$ cat config.mk
export PLATFORM = sky130hd
export DESIGN_NAME = positional_insert_delete_list_top
export DESIGN_NICKNAME = d
export VERILOG_FILES = /design/src/rtl/core/pidl_pkg.sv /design/src/rtl/core/pidl_ram.sv /design/src/rtl/core/pidl_ctrl.sv /design/src/rtl/core/positional_insert_delete_list_top.sv
export VERILOG_INCLUDE_DIRS = /design/src /design/src/rtl/core
export SDC_FILE = /design/constraint.sdc
export NUM_CORES = 2
export LEC_CHECK = 0
export BUFFER_PORTS_ARGS = -buffer_cell sky130_fd_sc_hd__buf_2
export CAP_MARGIN = 0
export CORE_MARGIN = 2
export CORE_UTILIZATION = 45
export CTS_CLUSTER_DIAMETER = 120
export DETAILED_ROUTE_END_ITERATION = 16
export PLACE_DENSITY = 0.61
export SYNTH_ARGS = -nofsm -noshare
export SYNTH_HDL_FRONTEND = slang
export SYNTH_SLANG_ARGS = --single-unit
export TNS_END_PERCENT = 1
$ cat constraint.sdc
create_clock -name clk -period 5.3 [get_ports clk]
set_input_delay 0.265 -clock clk [delete_from_list [all_inputs] [get_ports clk]]
set_output_delay 0.265 -clock clk [all_outputs]
set_load 0.02 [all_outputs]
$ cat src/rtl/core/assert_macros.svh
// assertion macros shared by the list rtl
`ifndef ASSERT_MACROS_SVH
`define ASSERT_MACROS_SVH

// same-cycle implication, idle during reset
`define ASSERT_IMPL(label, ante, cons) \
    label: assert property (@(posedge clk) disable iff (!rst_n) (ante) |-> (cons)) \
        else $error("assertion failed");

// next-cycle implication, idle during reset
`define ASSERT_NEXT(label, ante, cons) \
    label: assert property (@(posedge clk) disable iff (!rst_n) (ante) |=> (cons)) \
        else $error("assertion failed");

`endif

$ cat src/rtl/core/pidl_pkg.sv
// types and constants of the positional insert/delete list
`default_nettype none

package pidl_pkg;

    localparam int DEPTH   = 128;
    localparam int ELEM_W  = 32;
    localparam int ADDR_W  = $clog2(DEPTH);
    localparam int CNT_W   = $clog2(DEPTH + 1);
    localparam int POS_W   = 8;
    localparam int VAL_W   = 32;
    localparam int TOTAL_W = 8;
    localparam int CMP_W   = ((POS_W > CNT_W) ? POS_W : CNT_W) + 1;

    typedef enum logic [1:0] {
        ACT_APPEND = 2'd0,
        ACT_INSERT = 2'd1,
        ACT_DELETE = 2'd2,
        ACT_READ   = 2'd3
    } action_t;

    typedef enum logic [1:0] {
        ST_OK      = 2'd0,
        ST_BAD_POS = 2'd1,
        ST_FULL    = 2'd2,
        ST_EMPTY   = 2'd3
    } status_t;

    typedef struct packed {
        status_t              status;
        logic [VAL_W-1:0]     read_value;
        logic [TOTAL_W-1:0]   entry_total;
    } result_t;

endpackage

`default_nettype wire

$ cat src/rtl/core/pidl_ram.sv
// simple dual-port ram, one write and one registered read per cycle
`default_nettype none

module pidl_ram #(
    parameter int DEPTH_P = 128,
    parameter int WIDTH_P = 32,
    parameter int AW_P    = $clog2(DEPTH_P)
) (
    input  wire logic               clk,
    input  wire logic               we,
    input  wire logic [AW_P-1:0]    waddr,
    input  wire logic [WIDTH_P-1:0] wdata,
    input  wire logic               re,
    input  wire logic [AW_P-1:0]    raddr,
    output logic      [WIDTH_P-1:0] rdata
);

    logic [WIDTH_P-1:0] mem [DEPTH_P];

    always_ff @(posedge clk)
    begin
        if (we)
        begin
            mem[waddr] <= wdata;
        end
    end

    always_ff @(posedge clk)
    begin
        if (re)
        begin
            rdata <= mem[raddr];
        end
    end

endmodule

`default_nettype wire

$ cat src/rtl/core/pidl_ctrl.sv
// sequencer: checks each action and walks the element memory to shift entries
`default_nettype none
`include "assert_macros.svh"

module pidl_ctrl
    import pidl_pkg::*;
(
    input  wire logic              clk,
    input  wire logic              rst_n,
    input  wire logic              in_valid,
    output logic                   in_ready,
    input  wire action_t           in_action,
    input  wire logic [POS_W-1:0]  in_pos,
    input  wire logic [VAL_W-1:0]  in_value,
    output logic                   res_valid,
    input  wire logic              res_ready,
    output result_t                res,
    output logic                   ram_we,
    output logic [ADDR_W-1:0]      ram_waddr,
    output logic [ELEM_W-1:0]      ram_wdata,
    output logic                   ram_re,
    output logic [ADDR_W-1:0]      ram_raddr,
    input  wire logic [ELEM_W-1:0] ram_rdata
);

    typedef enum logic [2:0] {
        S_IDLE,
        S_RD_WAIT,
        S_INS_RD,
        S_INS_WR,
        S_DEL_RD,
        S_DEL_WR,
        S_RESP
    } state_t;

    state_t             state_reg, state_next;
    logic [CNT_W-1:0]   cnt_reg, cnt_next;
    logic [ADDR_W-1:0]  cur_reg, cur_next;
    logic [POS_W-1:0]   pos_reg, pos_next;
    logic [ELEM_W-1:0]  val_reg, val_next;
    status_t            status_reg, status_next;
    logic [VAL_W-1:0]   rd_reg, rd_next;

    logic [CMP_W-1:0]   cnt_x;
    logic [CMP_W-1:0]   pos_x;
    logic [CMP_W-1:0]   pos_m1;
    logic [ELEM_W-1:0]  val_ext;
    status_t            st_now;

    assign cnt_x   = CMP_W'(cnt_reg);
    assign pos_x   = CMP_W'(in_pos);
    assign pos_m1  = pos_x - CMP_W'(1);
    assign val_ext = ELEM_W'($signed(in_value));

    // error checks on the incoming action against the current count
    always_comb
    begin
        st_now = ST_OK;
        case (in_action)
            ACT_APPEND:
            begin
                if (cnt_x == CMP_W'(DEPTH))
                    st_now = ST_FULL;
            end
            ACT_INSERT:
            begin
                if (pos_x == '0 || pos_x > cnt_x + CMP_W'(1))
                    st_now = ST_BAD_POS;
                else if (cnt_x == CMP_W'(DEPTH))
                    st_now = ST_FULL;
            end
            ACT_DELETE, ACT_READ:
            begin
                if (cnt_x == '0)
                    st_now = ST_EMPTY;
                else if (pos_x == '0 || pos_x > cnt_x)
                    st_now = ST_BAD_POS;
            end
            default:
            begin
                st_now = ST_OK;
            end
        endcase
    end

    always_comb
    begin
        state_next  = state_reg;
        cnt_next    = cnt_reg;
        cur_next    = cur_reg;
        pos_next    = pos_reg;
        val_next    = val_reg;
        status_next = status_reg;
        rd_next     = rd_reg;
        ram_we      = 1'b0;
        ram_waddr   = cur_reg;
        ram_wdata   = ram_rdata;
        ram_re      = 1'b0;
        ram_raddr   = cur_reg;
        in_ready    = 1'b0;
        res_valid   = 1'b0;

        case (state_reg)
            S_IDLE:
            begin
                in_ready = 1'b1;
                if (in_valid)
                begin
                    pos_next    = in_pos;
                    val_next    = val_ext;
                    status_next = st_now;
                    rd_next     = '0;
                    if (st_now != ST_OK)
                    begin
                        state_next = S_RESP;
                    end
                    else
                    begin
                        case (in_action)
                            ACT_APPEND:
                            begin
                                ram_we     = 1'b1;
                                ram_waddr  = cnt_reg[ADDR_W-1:0];
                                ram_wdata  = val_ext;
                                cnt_next   = cnt_reg + CNT_W'(1);
                                state_next = S_RESP;
                            end
                            ACT_INSERT:
                            begin
                                cur_next   = cnt_reg[ADDR_W-1:0];
                                state_next = S_INS_RD;
                            end
                            ACT_DELETE:
                            begin
                                cur_next   = pos_m1[ADDR_W-1:0];
                                state_next = S_DEL_RD;
                            end
                            ACT_READ:
                            begin
                                ram_re     = 1'b1;
                                ram_raddr  = pos_m1[ADDR_W-1:0];
                                state_next = S_RD_WAIT;
                            end
                            default:
                            begin
                                state_next = S_RESP;
                            end
                        endcase
                    end
                end
            end
            S_RD_WAIT:
            begin
                rd_next    = VAL_W'(ram_rdata);
                state_next = S_RESP;
            end
            S_INS_RD:
            begin
                // reached the insert slot: drop the new value in
                if (CMP_W'(cur_reg) + CMP_W'(1) == CMP_W'(pos_reg))
                begin
                    ram_we     = 1'b1;
                    ram_waddr  = cur_reg;
                    ram_wdata  = val_reg;
                    cnt_next   = cnt_reg + CNT_W'(1);
                    state_next = S_RESP;
                end
                else
                begin
                    ram_re     = 1'b1;
                    ram_raddr  = cur_reg - ADDR_W'(1);
                    state_next = S_INS_WR;
                end
            end
            S_INS_WR:
            begin
                ram_we     = 1'b1;
                ram_waddr  = cur_reg;
                ram_wdata  = ram_rdata;
                cur_next   = cur_reg - ADDR_W'(1);
                state_next = S_INS_RD;
            end
            S_DEL_RD:
            begin
                // last live entry reached: shrink the list
                if (CMP_W'(cur_reg) + CMP_W'(1) == cnt_x)
                begin
                    cnt_next   = cnt_reg - CNT_W'(1);
                    state_next = S_RESP;
                end
                else
                begin
                    ram_re     = 1'b1;
                    ram_raddr  = cur_reg + ADDR_W'(1);
                    state_next = S_DEL_WR;
                end
            end
            S_DEL_WR:
            begin
                ram_we     = 1'b1;
                ram_waddr  = cur_reg;
                ram_wdata  = ram_rdata;
                cur_next   = cur_reg + ADDR_W'(1);
                state_next = S_DEL_RD;
            end
            S_RESP:
            begin
                res_valid = 1'b1;
                if (res_ready)
                    state_next = S_IDLE;
            end
            default:
            begin
                state_next = S_IDLE;
            end
        endcase
    end

    always_ff @(posedge clk or negedge rst_n)
    begin
        if (!rst_n)
        begin
            state_reg  <= S_IDLE;
            cnt_reg    <= '0;
            cur_reg    <= '0;
            pos_reg    <= '0;
            val_reg    <= '0;
            status_reg <= ST_OK;
            rd_reg     <= '0;
        end
        else
        begin
            state_reg  <= state_next;
            cnt_reg    <= cnt_next;
            cur_reg    <= cur_next;
            pos_reg    <= pos_next;
            val_reg    <= val_next;
            status_reg <= status_next;
            rd_reg     <= rd_next;
        end
    end

    assign res.status      = status_reg;
    assign res.read_value  = rd_reg;
    assign res.entry_total = TOTAL_W'(cnt_reg);

    `ASSERT_IMPL(a_cnt_range, 1'b1, cnt_reg <= CNT_W'(DEPTH))
    `ASSERT_NEXT(a_err_keeps_cnt, in_valid && in_ready && st_now != ST_OK, cnt_reg == $past(cnt_reg))
    `ASSERT_IMPL(a_del_read_live, ram_re && state_reg == S_DEL_RD, CNT_W'(ram_raddr) < cnt_reg)
    `ASSERT_IMPL(a_shift_write_bound, ram_we && state_reg != S_IDLE, CNT_W'(ram_waddr) <= cnt_reg)

endmodule

`default_nettype wire

$ cat src/rtl/core/positional_insert_delete_list_top.sv
// top level of the positional insert/delete list: stream ports and result register
//
//  channel   dir   tdata (low bit up)                  tuser
//  s_axis    in    position[7:0], value[31:0]          action[1:0]
//  m_axis    out   read_value[31:0], entry_total[7:0]  status[1:0]
//
//  one item at a time; the element memory does one read or one write per cycle
//  append and any error go straight to the result; read waits on the registered ram read
//  with n entries, insert at p shifts p..n up and delete shifts p+1..n down
//  the result register lets the next item start while a result waits
//  reset clears the count; memory contents need no clearing
`default_nettype none

module positional_insert_delete_list_top
    import pidl_pkg::*;
(
    input  wire logic        clk,
    input  wire logic        rst_n,
    input  wire logic        s_axis_tvalid,
    output logic             s_axis_tready,
    input  wire logic [39:0] s_axis_tdata,   // position[7:0], value[39:8]
    input  wire logic [1:0]  s_axis_tuser,   // action[1:0]
    output logic             m_axis_tvalid,
    input  wire logic        m_axis_tready,
    output logic [39:0]      m_axis_tdata,   // read_value[31:0], entry_total[39:32]
    output logic [1:0]       m_axis_tuser    // status[1:0]
);

    logic               res_valid;
    logic               res_ready;
    result_t            res;
    logic               ram_we;
    logic [ADDR_W-1:0]  ram_waddr;
    logic [ELEM_W-1:0]  ram_wdata;
    logic               ram_re;
    logic [ADDR_W-1:0]  ram_raddr;
    logic [ELEM_W-1:0]  ram_rdata;

    logic               out_valid_reg, out_valid_next;
    result_t            out_res_reg, out_res_next;

    pidl_ctrl u_ctrl (
        .clk       (clk),
        .rst_n     (rst_n),
        .in_valid  (s_axis_tvalid),
        .in_ready  (s_axis_tready),
        .in_action (action_t'(s_axis_tuser)),
        .in_pos    (s_axis_tdata[POS_W-1:0]),
        .in_value  (s_axis_tdata[POS_W+VAL_W-1:POS_W]),
        .res_valid (res_valid),
        .res_ready (res_ready),
        .res       (res),
        .ram_we    (ram_we),
        .ram_waddr (ram_waddr),
        .ram_wdata (ram_wdata),
        .ram_re    (ram_re),
        .ram_raddr (ram_raddr),
        .ram_rdata (ram_rdata)
    );

    pidl_ram #(
        .DEPTH_P (DEPTH),
        .WIDTH_P (ELEM_W)
    ) u_ram (
        .clk   (clk),
        .we    (ram_we),
        .waddr (ram_waddr),
        .wdata (ram_wdata),
        .re    (ram_re),
        .raddr (ram_raddr),
        .rdata (ram_rdata)
    );

    // result register takes a new result when empty or being drained
    assign res_ready = !out_valid_reg || m_axis_tready;

    always_comb
    begin
        out_valid_next = out_valid_reg;
        out_res_next   = out_res_reg;
        if (res_ready)
        begin
            out_valid_next = res_valid;
            if (res_valid)
                out_res_next = res;
        end
    end

    always_ff @(posedge clk or negedge rst_n)
    begin
        if (!rst_n)
        begin
            out_valid_reg <= 1'b0;
        end
        else
        begin
            out_valid_reg <= out_valid_next;
        end
    end

    always_ff @(posedge clk)
    begin
        out_res_reg <= out_res_next;
    end

    assign m_axis_tvalid = out_valid_reg;
    assign m_axis_tdata  = {out_res_reg.entry_total, out_res_reg.read_value};
    assign m_axis_tuser  = out_res_reg.status;

endmodule

`default_nettype wire

==> impl_metrics.csv <==
group,metric,value,unit
timing,grt_setup_unrepaired,"yes",
synth,synth_nets,11559,
routing,route.detailed.drc,0,
setup_path,cp_max_fo,14,
global_route,grt_max_degree,129,
layout,area_growth_syn_to_layout,20.3,%
timing,slew_viol_final,0,
setup_path,arrival,6.68,ns
clock_network,cts_tree,"done",
synth,synth_area,170000,sq um
timing,post-route-period-util,112,%
global_route,grt_util_all_layers,27.8,%
clock_network,clock-root-buffer,"sky130_fd_sc_hd__clkbuf_16",
placed_design,portBuffers,89,
timing,worst_pin_slew,1.26,ns
synth,yosys.cell_types.count,95,
routing,num_vias,109016,
synth,synth_top_flop_cell,"sky130_fd_sc_hd__edfxtp_1",
timing,final.setup.tns,-12.42,ns
die,die_x,618,um
layout,final_common_cell,"sky130_fd_sc_hd__edfxtp_1",
die,core.rowCount,225,
setup_path,endpoint_kind,"register",
routing,drtPass1Iterations,9,
die,top_level_ports,90,
setup_path,cp-start-kind,"register",
synth,post_syn_area_per_cell,14.8,sq um
timing,finClkSkew,0.104,ns
layout,multiInputGateArea,40500,sq um
timing,timing.slew.headroom,16.1,%
layout,layout-drive-gt1-share,20.3,%
die,die-height,618,um
clock_network,cts_max_path_buffers,4,
setup_path,timing.critical_path.required,6.04,ns
layout,nNetsFinal,12775,
die,die_area,382000,sq um
timing,period_minus_slack,5.94,ns
min_path,min-delay-path-class,"primary input to register",
layout,largest-register,"u_ram.mem",
synth,synth-seq-cells,4263,
timing,final_critical_path_setup_slack,-0.636,ns
placed_design,gpl.final_weighted_congestion,0.934,
routing,drtAntennaViolNets,0,
synth,yosysWarnings,0,
clock_network,cts_max_level,5,
timing,hold_viol_final,0,
timing,max_clock_freq,168,MHz
die,core_area,375000,sq um
run,drv.max_cap_violation_count,0,
routing,detail_route.iter0.violations,15545,
layout,sequential_cell_area,128000,sq um
clock_network,cts.clk_slew.worst_paths,0.06,ns
routing,avgViaCountPerCell,6.04,
die,initial_utilization,45.2,%
setup_path,critical_path_class,"register to register",
clock_network,clk-insertion-delay-late,1.03,ns
placed_design,place_hpwl,336000,um
global_route,grt_pass1_vias,106003,
global_route,first_pass_grt_wire_length,767000,um
timing,setup_viol,32,
synth,synth-seq-area-share,75.2,%
synth,number_of_synthesized_flops_with_an_enable_pin,4170,
synth,synthArstFlopShare,2.18,%
global_route,antenna_found_initial,37,
layout,flip_flop_count_of_the_largest_register_after_layout,4096,
synth,synthCells,11480,
global_route,globalRouteOverflowTotal,0,
routing,routed_wl_per_cell,30.1,um
layout,mostFrequentLayoutCells,"sky130_fd_sc_hd__edfxtp_1 (4170), sky130_fd_sc_hd__nand2_1 (2715), sky130_fd_sc_hd__buf_4 (1050)",
run_status,run_status,"finished, violations left",
routing,totalWireLength,543000,um
run_status,failed_checks,"setup timing",
layout,filler_cell_count,29556,
clock_network,clkSinkCount,4263,
clock_network,cts_made_buffers,432,
critical path, cell delays in order, from the launching register on:
cell and delay (ns):
sky130_fd_sc_hd__dfrtp_1 0.38, sky130_fd_sc_hd__buf_4 0.12, sky130_fd_sc_hd__nand3_2 0.07, sky130_fd_sc_hd__nor2_2 0.13
sky130_fd_sc_hd__nand3_1 0.11, sky130_fd_sc_hd__xnor2_1 0.15, sky130_fd_sc_hd__ha_1 0.34, sky130_fd_sc_hd__and4b_1 0.24
sky130_fd_sc_hd__a21oi_2 0.15, sky130_fd_sc_hd__o211ai_1 0.14, sky130_fd_sc_hd__a21o_1 0.22, sky130_fd_sc_hd__buf_4 0.14
sky130_fd_sc_hd__a211o_2 0.35, sky130_fd_sc_hd__nor3_4 0.32, sky130_fd_sc_hd__or4_4 0.28, sky130_fd_sc_hd__buf_12 0.18
sky130_fd_sc_hd__buf_4 0.20, sky130_fd_sc_hd__buf_4 0.23, sky130_fd_sc_hd__buf_4 0.31, sky130_fd_sc_hd__mux2i_1 0.23
sky130_fd_sc_hd__o22ai_1 0.19, sky130_fd_sc_hd__o211ai_1 0.73, sky130_fd_sc_hd__clkbuf_16 0.30, sky130_fd_sc_hd__and4b_1 0.19
Yosys cell counts, drive strengths merged, types with 180 or more instances:
cell | count | share of area, %
mux2i | 517 | 3.1
a311oi | 232 | 1.2
nand3 | 988 | 2.9
nand2 | 2718 | 6.0
edfxtp | 4170 | 74
o21ai | 180 | 0.53
buf | 378 | 1.1
clkbuf | 380 | 0.84
mux4 | 189 | 2.5
nor2 | 192 | 0.43
and3 | 207 | 0.76
a21oi | 182 | 0.54
metrics by stage:
stage	setup WS, ns	hold slack, ns	instances	util [%]	area [sq um]
finish	-0.636	0.0463	18060	54.4	204000
CTS	-0.565	0.0000212	18028	54.2	203000
detailed placement	-1.32	0.241	17146	50.1	188000
floorplan	0.0451	-0.0306	11480	-	170000
global placement	-1.38	0.238	17146	50.1	188000
global route	-0.607	0.0435	18050	54.4	204000
cells by family after synthesis:
kind of cell | Yosys count | synth area share, %
compound gates | 1307 | 5.68
xor+xnor | 34 | 0.176
mux | 713 | 5.61
simple gates | 4313 | 11.0
fa+ha+maj | 33 | 0.248
buf+inv | 817 | 2.10
flops | 4263 | 75.2
per-layer routing:
metal	vias up	share of wire, %	GRT usage (%)
met5	-	0.042	0
met4	30	6.4	15.6
li1	46336	-	-
met1	55297	38	36.6
met3	1230	9.5	4.94
met2	6123	46	44.0
area by class of cell:
class	count	share of cell area (%)
tap	4994	3.06
antenna	11	0.0135
clock buffer	529	5.57
inverter	59	0.150
multi-input combinational	6402	19.9
sequential	4263	62.5
clock inverter	264	1.22
timing repair buffer	1538	7.61
worst paths after layout:
path / cells after the start / from / slack (ns) / endpoint
worst min register to register: 0 / u_ctrl.rd_reg[11] / 0.45 / m_axis_tdata[11]
worst min-delay path: 4 / s_axis_tdata[11] / 0.05 / u_ctrl.val_reg[3]
min in group asynchronous: 4 / rst_n / 0.36 / u_ctrl.rd_reg[31]
worst max register to register: 23 / u_ctrl.cnt_reg[0] / -0.64 / u_ram.rdata[26]
max in group asynchronous: 4 / rst_n / 4.13 / u_ctrl.rd_reg[0]
worst max-delay path: 23 / u_ctrl.cnt_reg[0] / -0.64 / u_ram.rdata[26]
repair_timing:
item                                   CTS  global route
gates cloned                             3             3
resized for setup                      146            98
setup endpoints to repair               32            32
endpoints found under the hold margin  138             0
pin swaps                               51            45
setup buffers                           27            19
hold buffers                            59             0
Power is not shown: default switching activity piles up to over one toggle a cycle in this logic, so the estimate is an artifact.
